`config.mk`:
```
export PLATFORM = sky130hd
export DESIGN_NAME = pixel_hue_rotator_core
export DESIGN_NICKNAME = d
export VERILOG_FILES = /design/src/phr_pkg.sv /design/src/phr_front.sv /design/src/phr_div_cell.sv /design/src/phr_rebuild.sv /design/src/pixel_hue_rotator_core.sv
export SDC_FILE = /design/constraint.sdc
export NUM_CORES = 2
export LEC_CHECK = 0
export ABC_AREA = 0
export BUFFER_PORTS_ARGS = -buffer_cell sky130_fd_sc_hd__buf_2
export CAP_MARGIN = 20
export CORE_MARGIN = 8
export CORE_UTILIZATION = 45
export DETAILED_ROUTE_END_ITERATION = 7
export PLACE_DENSITY = 0.67
export REMOVE_ABC_BUFFERS = 1
export SKIP_LAST_GASP = 1
export SLEW_MARGIN = 30
export SYNTH_ARGS = -nofsm -noshare
export SYNTH_HDL_FRONTEND = slang
export SYNTH_SLANG_ARGS = --single-unit
```
`constraint.sdc`:
```
create_clock -name clk_i -period 33.1 [get_ports clk_i]
set_input_delay 1.655 -clock clk_i [delete_from_list [all_inputs] [get_ports clk_i]]
set_output_delay 1.655 -clock clk_i [all_outputs]
set_load 0.05 [all_outputs]
```
`src/phr_pkg.sv`:
```
// Shared types and constants for the pixel hue rotator.
package phr_pkg;

  localparam int unsigned QuoW = 9;
  localparam int unsigned RemW = 8;

  localparam logic [16:0] Mod360Mul   = 17'd46604;
  localparam int unsigned Mod360Shift = 24;
  localparam logic [14:0] Div60Mul    = 15'd17477;
  localparam int unsigned Div60Shift  = 20;

  localparam logic [2:0] Sec0 = 3'd0;
  localparam logic [2:0] Sec1 = 3'd1;
  localparam logic [2:0] Sec2 = 3'd2;
  localparam logic [2:0] Sec3 = 3'd3;
  localparam logic [2:0] Sec4 = 3'd4;
  localparam logic [2:0] Sec5 = 3'd5;

  typedef struct packed {
    logic [31:0]        pixel;
    logic signed [15:0] shift;
    logic               bypass;
    logic [7:0]         lo;
    logic [7:0]         c;
  } phr_item_t;

  typedef struct packed {
    logic [RemW-1:0] rem;
    logic [QuoW-1:0] bits;
    logic [QuoW-1:0] quo;
  } phr_div_t;

endpackage

```
`src/phr_front.sv`:
```
// Chroma, dominant-channel sector and hue numerator for one pixel.
module phr_front (
  input  logic [31:0]         pixel_i,
  input  logic signed [15:0]  shift_i,
  output phr_pkg::phr_item_t  item_o,
  output phr_pkg::phr_div_t   div_o
);

  logic [7:0]  r, g, b, hi, lo, c;
  logic [10:0] c6, x;
  logic [16:0] n;

  assign r = pixel_i[23:16];
  assign g = pixel_i[15:8];
  assign b = pixel_i[7:0];

  always_comb begin
    hi = (r > g) ? r : g;
    hi = (hi > b) ? hi : b;
    lo = (r < g) ? r : g;
    lo = (lo < b) ? lo : b;
  end

  assign c  = hi - lo;
  assign c6 = ({3'b0, c} << 2) + ({3'b0, c} << 1);

  always_comb begin
    priority if (hi == r) begin
      if (g >= b) x = {3'b0, g} - {3'b0, b};
      else        x = c6 - ({3'b0, b} - {3'b0, g});
    end else if (hi == g) begin
      x = {3'b0, b} + {2'b0, c, 1'b0} - {3'b0, r};
    end else begin
      x = {3'b0, r} + {1'b0, c, 2'b0} - {3'b0, g};
    end
  end

  assign n = {6'b0, x} * 17'd60;

  assign item_o.pixel  = pixel_i;
  assign item_o.shift  = shift_i;
  assign item_o.bypass = (shift_i == 16'sd0) || (c == 8'd0);
  assign item_o.lo     = lo;
  assign item_o.c      = c;

  assign div_o.rem  = n[16:9];
  assign div_o.bits = n[8:0];
  assign div_o.quo  = '0;

endmodule

```
`src/phr_div_cell.sv`:
```
// One restoring-division cell: one quotient bit per cell, registered.
module phr_div_cell (
  input  logic               clk_i,
  input  logic               rst_ni,
  input  logic               en_i,
  input  logic               valid_i,
  input  phr_pkg::phr_item_t item_i,
  input  phr_pkg::phr_div_t  div_i,
  output logic               valid_o,
  output phr_pkg::phr_item_t item_o,
  output phr_pkg::phr_div_t  div_o
);

  logic                    valid_q;
  phr_pkg::phr_item_t      item_q;
  phr_pkg::phr_div_t       div_d, div_q;
  logic [phr_pkg::RemW:0]  t;
  logic                    ge;

  assign t  = {div_i.rem, div_i.bits[phr_pkg::QuoW-1]};
  assign ge = t >= {1'b0, item_i.c};

  always_comb begin
    div_d.rem  = ge ? phr_pkg::RemW'(t - {1'b0, item_i.c}) : t[phr_pkg::RemW-1:0];
    div_d.bits = {div_i.bits[phr_pkg::QuoW-2:0], 1'b0};
    div_d.quo  = {div_i.quo[phr_pkg::QuoW-2:0], ge};
  end

  always_ff @(posedge clk_i or negedge rst_ni) begin
    if (!rst_ni) begin
      valid_q <= 1'b0;
    end else if (en_i) begin
      valid_q <= valid_i;
    end
  end

  always_ff @(posedge clk_i) begin
    if (en_i) begin
      item_q <= item_i;
      div_q  <= div_d;
    end
  end

  assign valid_o = valid_q;
  assign item_o  = item_q;
  assign div_o   = div_q;

endmodule

```
`src/phr_rebuild.sv`:
```
// Hue rotation, sector split and RGB rebuild over three registered stages.
module phr_rebuild (
  input  logic               clk_i,
  input  logic               rst_ni,
  input  logic               en_i,
  input  logic               valid_i,
  input  phr_pkg::phr_item_t item_i,
  input  logic [8:0]         hue_i,
  output logic               valid_o,
  output logic [31:0]        pixel_o
);

  logic signed [16:0] sum;
  logic [16:0]        abs_v;
  logic [33:0]        prod1;
  logic               v1_q, v2_q, v3_q;
  phr_pkg::phr_item_t it1_q, it2_q;
  logic [16:0]        abs_q;
  logic [33:0]        prod1_q;

  logic [8:0]  q;
  logic [8:0]  hp;
  logic [2:0]  sec;
  logic [6:0]  t;
  logic [5:0]  ramp;
  logic [13:0] p2;
  logic [2:0]  sec_q;
  logic [13:0] p2_q;

  logic [28:0] prod3;
  logic [7:0]  cc, ro, go, bo;
  logic [31:0] pix_d, pix_q;

  assign sum   = $signed({8'b0, hue_i}) + $signed({item_i.shift[15], item_i.shift});
  assign abs_v = sum[16] ? 17'(-sum) : 17'(sum);
  assign prod1 = {17'b0, abs_v} * {17'b0, phr_pkg::Mod360Mul};

  assign q  = prod1_q[phr_pkg::Mod360Shift +: 9];
  assign hp = 9'(abs_q - {8'b0, q} * 17'd360);

  always_comb begin
    priority if (hp >= 9'd300) sec = phr_pkg::Sec5;
    else if (hp >= 9'd240)     sec = phr_pkg::Sec4;
    else if (hp >= 9'd180)     sec = phr_pkg::Sec3;
    else if (hp >= 9'd120)     sec = phr_pkg::Sec2;
    else if (hp >= 9'd60)      sec = phr_pkg::Sec1;
    else                       sec = phr_pkg::Sec0;
  end

  assign t    = 7'(hp - {7'b0, sec[2:1]} * 9'd120);
  assign ramp = (t >= 7'd60) ? 6'(7'd120 - t) : t[5:0];
  assign p2   = {6'b0, it1_q.c} * {8'b0, ramp};

  assign prod3 = {15'b0, p2_q} * {14'b0, phr_pkg::Div60Mul};
  assign cc    = prod3[phr_pkg::Div60Shift +: 8];

  always_comb begin
    unique case (sec_q)
      phr_pkg::Sec0: begin ro = it2_q.c; go = cc;      bo = 8'd0;    end
      phr_pkg::Sec1: begin ro = cc;      go = it2_q.c; bo = 8'd0;    end
      phr_pkg::Sec2: begin ro = 8'd0;    go = it2_q.c; bo = cc;      end
      phr_pkg::Sec3: begin ro = 8'd0;    go = cc;      bo = it2_q.c; end
      phr_pkg::Sec4: begin ro = cc;      go = 8'd0;    bo = it2_q.c; end
      default:       begin ro = it2_q.c; go = 8'd0;    bo = cc;      end
    endcase
    if (it2_q.bypass) begin
      pix_d = it2_q.pixel;
    end else begin
      pix_d = {it2_q.pixel[31:24], 8'(ro + it2_q.lo), 8'(go + it2_q.lo),
               8'(bo + it2_q.lo)};
    end
  end

  always_ff @(posedge clk_i or negedge rst_ni) begin
    if (!rst_ni) begin
      v1_q <= 1'b0;
      v2_q <= 1'b0;
      v3_q <= 1'b0;
    end else if (en_i) begin
      v1_q <= valid_i;
      v2_q <= v1_q;
      v3_q <= v2_q;
    end
  end

  always_ff @(posedge clk_i) begin
    if (en_i) begin
      it1_q   <= item_i;
      abs_q   <= abs_v;
      prod1_q <= prod1;
      it2_q   <= it1_q;
      sec_q   <= sec;
      p2_q    <= p2;
      pix_q   <= pix_d;
    end
  end

  assign valid_o = v3_q;
  assign pixel_o = pix_q;

endmodule

```
`src/pixel_hue_rotator_core.sv`:
```
// Pixel hue rotator top level: analysis stage, divider chain and rebuild stages.
// Accepts one ARGB pixel and a signed hue shift per clock while not stalled and
// returns the hue-rotated pixel, one pixel per clock sustained unless the output
// stalls; each pixel passes the analysis stage, the nine-cell divider chain that
// forms the hue quotient (one bit per cell) and three rebuild stages. The whole
// pipeline holds while a finished pixel is stalled at the output.
module pixel_hue_rotator_core (
  input  logic               clk_i,
  input  logic               rst_ni,
  input  logic               in_valid_i,
  output logic               in_stall_o,
  input  logic [31:0]        pixel_in_i,
  input  logic signed [15:0] hue_shift_i,
  output logic               out_valid_o,
  input  logic               out_stall_i,
  output logic [31:0]        pixel_out_o
);

  localparam int unsigned NumCells = phr_pkg::QuoW;

  logic               en;
  phr_pkg::phr_item_t fr_item, s0_item_q;
  phr_pkg::phr_div_t  fr_div, s0_div_q;
  logic               s0_valid_q;

  logic               cv [NumCells+1];
  phr_pkg::phr_item_t ci [NumCells+1];
  phr_pkg::phr_div_t  cd [NumCells+1];

  assign en         = !(out_valid_o && out_stall_i);
  assign in_stall_o = !en;

  phr_front u_front (
    .pixel_i (pixel_in_i),
    .shift_i (hue_shift_i),
    .item_o  (fr_item),
    .div_o   (fr_div)
  );

  always_ff @(posedge clk_i or negedge rst_ni) begin
    if (!rst_ni) begin
      s0_valid_q <= 1'b0;
    end else if (en) begin
      s0_valid_q <= in_valid_i;
    end
  end

  always_ff @(posedge clk_i) begin
    if (en) begin
      s0_item_q <= fr_item;
      s0_div_q  <= fr_div;
    end
  end

  assign cv[0] = s0_valid_q;
  assign ci[0] = s0_item_q;
  assign cd[0] = s0_div_q;

  for (genvar k = 0; k < NumCells; k++) begin : g_cell
    phr_div_cell u_cell (
      .clk_i   (clk_i),
      .rst_ni  (rst_ni),
      .en_i    (en),
      .valid_i (cv[k]),
      .item_i  (ci[k]),
      .div_i   (cd[k]),
      .valid_o (cv[k+1]),
      .item_o  (ci[k+1]),
      .div_o   (cd[k+1])
    );
  end

  phr_rebuild u_rebuild (
    .clk_i   (clk_i),
    .rst_ni  (rst_ni),
    .en_i    (en),
    .valid_i (cv[NumCells]),
    .item_i  (ci[NumCells]),
    .hue_i   (cd[NumCells].quo),
    .valid_o (out_valid_o),
    .pixel_o (pixel_out_o)
  );

  a_gray_bypass: assert property (@(posedge clk_i) disable iff (!rst_ni)
    s0_valid_q && (s0_item_q.c == 8'd0) |-> s0_item_q.bypass)
    else $error("gray pixel not marked for bypass");

  a_hue_range: assert property (@(posedge clk_i) disable iff (!rst_ni)
    cv[NumCells] && !ci[NumCells].bypass |-> cd[NumCells].quo < 9'd360)
    else $error("hue quotient out of range");

  a_rem_below_c: assert property (@(posedge clk_i) disable iff (!rst_ni)
    cv[NumCells] && !ci[NumCells].bypass |-> cd[NumCells].rem < ci[NumCells].c)
    else $error("divider remainder not below chroma");

  a_hold: assert property (@(posedge clk_i) disable iff (!rst_ni)
    in_stall_o |=> $stable(cd[NumCells].quo))
    else $error("divider chain moved during hold");

endmodule
```
==> metrics.txt <==
standard cell core area approximately 110000 sq um; Buffers on Ports between 80 and 90; initial core utilization 0.454; die area 117000 sq um; final hold viol count 0; #FFs+latches synth 970; fraction of final layout cells sized beyond drive strength 1 0.0935; Post-synth EDFFs 957; crit path launch type input pin; RSZ-0062 raised after global routing no; Hold Path Origin g_cell[6].u_cell.item_o[58]; count of instances resized after the clock tree is built 0; critical path endpoint category flip-flop; post-synthesis async set-or-reset flop share 0.0134; detail-routed net length per standard cell between 15 and 20 microns; global-route congestion overflow total 0; period utilization 0.368; Via density about 5.0; distinct cell type count of the synthesized netlist 83; number of max-slew violations in the final report 0; master of the slowest instance on the critical path o21ai_2; clock buffers created by TritonCTS 98; maximum count of clock buffers along a single path 3; number of antenna violations at the first check in global routing 1; worst path required time 33.50 ns; Period minus WS final 12.19 ns; Skew-Pair Late Insertion Delay 0.67 ns; IO Count 86; critical path startpoint pixel_in_i[15]; maximum number of pins on one net before global-route repair 196; count of clock tree sinks 970; residual DRC count 0; stage delay of the slowest cell on the critical path 0.76 ns; final weighted congestion in routability-driven placement about 0.9; GRT Util Overall 0.135; number of iterations in the first detailed-routing pass 5; type of the worst min-delay path flip-flop to flip-flop; Synth warnings 0; worst reg-to-reg path cell count 36; post-synth top area share 0.602; launch point of the worst reg-to-reg path u_rebuild.prod1_q[26]; clock slew at the register clock pins of the worst setup and hold paths 0.06 ns; number of buffers inserted by post-CTS setup repair 0; cell seen most often among critical-path stages ha_1; slew of the pin with the lowest slew margin roughly 0.99 ns; 1st-iter DRT viols 1303; vias in the first global route 25023; dominant register cell in the synthesized netlist edfxtp_1; number of levels in the clock H-tree 3; end point of the critical path cd[259]; final-stage net count 4132; die height about 340 microns; total of hold buffers inserted after clock tree synthesis 0; number of antenna-violating nets in the routed design 0; Register-to-Register Setup Slack 24.04 ns; dominant cells by area after synthesis edfxtp_1 60%, ha_1 11%, fa_1 6.6%; Synth Instances approximately 3300; biggest area consumer among synthesized cells edfxtp_1; clock root buffer clkbuf_16; signed area change from the synthesized netlist to the final layout 11.6%; number of vias in the routed layout 24641; combined area of all synthesized cells 47800 sq um; detailed placement HPWL 57000 microns; total of endpoints with negative setup slack in the final report 0; arrival time at the worst endpoint 12.59 ns; Worst slew margin 0.339; x dimension of the die 342 microns; biggest fanout along the worst timing path 19; max-cap violation count 0; number of cell rows 119; mean post-synth cell area 14.4 sq um; portion of the post-synthesis area used by sequential elements 0.608; Setup Total Neg Slack 0 ns; clock tree from TritonCTS yes; Max Freq a little over 0.08 GHz; run status completed; worst reg2reg endpoint u_rebuild.p2_q[13]; worst setup path category input pin to flip-flop; wire length of the first global-routing pass 128000 microns; Clock Skew 0.0288 ns; total length of routed wires 78700 microns
how the worst min path moves through the flow:
stage / end / slack (ns) / cells after the start
finish: g_cell[7].u_cell.item_o[58] / 0.40 / 0
global route: g_cell[7].u_cell.item_o[58] / 0.40 / 0
CTS: g_cell[3].u_cell.item_o[63] / 0.40 / 0
detailed placement: g_cell[0].u_cell.item_o[11] / 0.40 / 0
global placement: g_cell[5].u_cell.item_o[16] / 0.40 / 0
floorplan: g_cell[0].u_cell.div_o[12] / 0.40 / 0
routing by layer:
metal | wire length (microns) | vias to the layer above | part of all wire | global-route usage
li1 | - | 12359 | - | -
met1 | 34700 | 11809 | 0.44 | 0.169
met2 | 38700 | 319 | 0.49 | 0.232
met3 | 2820 | 152 | 0.036 | 0.0253
met4 | 2530 | 2 | 0.032 | 0.0500
met5 | 19 | - | 0.00024 | 0
cells by family after synthesis:
kind of cell / synth area share
compound gates: 0.0682
xor+xnor: 0.0354
fa+ha+maj: 0.178
buf+inv: 0.0333
flops: 0.608
mux: 0.0211
other cells: 0.000157
simple gates: 0.0556
metrics by stage:
step                      utilization  hold slack, ns  worst slack, ns  cell area, sq um  cells
after floorplan                     -           0.400             2.95             47700   3293
after global placement          0.475           0.400            20.07             50000   4785
after detailed placement        0.475           0.405            20.26             50000   4785
after CTS                       0.506           0.396            20.97             53200   4963
after global routing            0.507           0.403            20.06             53300   4965
final                           0.507           0.402            20.91             53300   4966
synthesized netlist by cell type, drive strengths merged, types with 15 or more instances:
master,count
nand4,36
xnor2,126
fa,157
nor2b,49
mux2i,30
nand2,164
and2,32
nor2,168
nor3,25
a21oi,120
nand2b,21
a21boi,34
mux2,63
ha,427
o21bai,24
nand3,15
a21o,55
o21a,18
o21ai,141
xor2,63
clkbuf,30
inv,389
edfxtp,957
layout by cell type, fill, tap and decap left out, drive strengths merged, types with 9 or more instances in the layout:
| master | instances |
|---|---|
| fa | 157 |
| inv | 398 |
| mux2 | 63 |
| bufinv | 12 |
| a31oi | 11 |
| nand2 | 164 |
| o21ai | 141 |
| a21o | 55 |
| o21a | 18 |
| clkinv | 32 |
| or2 | 11 |
| nand3 | 15 |
| nor3 | 25 |
| nor2b | 49 |
| a21oi | 120 |
| nand2b | 21 |
| a311oi | 11 |
| buf | 103 |
| and2 | 32 |
| dfrtp | 13 |
| nand4 | 36 |
| nor2 | 168 |
| nor4 | 12 |
| xor2 | 63 |
| edfxtp | 957 |
| and3 | 9 |
| ha | 427 |
| xnor2 | 126 |
| o21bai | 24 |
| mux2i | 30 |
| o211ai | 14 |
| clkbuf | 117 |
| a21boi | 34 |
| a211oi | 9 |
flip-flops by register name (all words and copies together) (netlist names), 6 cells and up:
name and flops:
u_rebuild.it1_q 49, g_cell.u_cell.item_o 585, u_rebuild.p2_q 14, g_cell.u_cell.div_o 130, u_rebuild.it2_q 49, ci 65
g_cell.u_cell.valid_o 9, u_rebuild.pixel_o 32, cd 15, u_rebuild.prod1_q 6, u_rebuild.abs_q 9
critical path, delay by kind of cell:
family	cells	cell delay, ns
AND/OR/NAND/NOR	10	1.52
buffers and inverters	4	0.71
AO/OA/AOI/OAI	12	3.23
XOR/XNOR	5	1.43
adder cells (fa/ha/maj)	9	3.43
multiplexers	1	0.56
cell type report:
cell class,instances,area (sq um)
fillers,8746,51900
flip-flops and latches,970,29100
multi-input cells,1934,17200
clock buffers,117,2540
well taps,1391,1740
inverters,389,1460
clock inverters,61,712
repair buffers,103,624
diodes,1,2.50
Power is left out: the tool's default activity adds up to more than one toggle a clock period on the data nets, which glitch-free logic cannot reach.
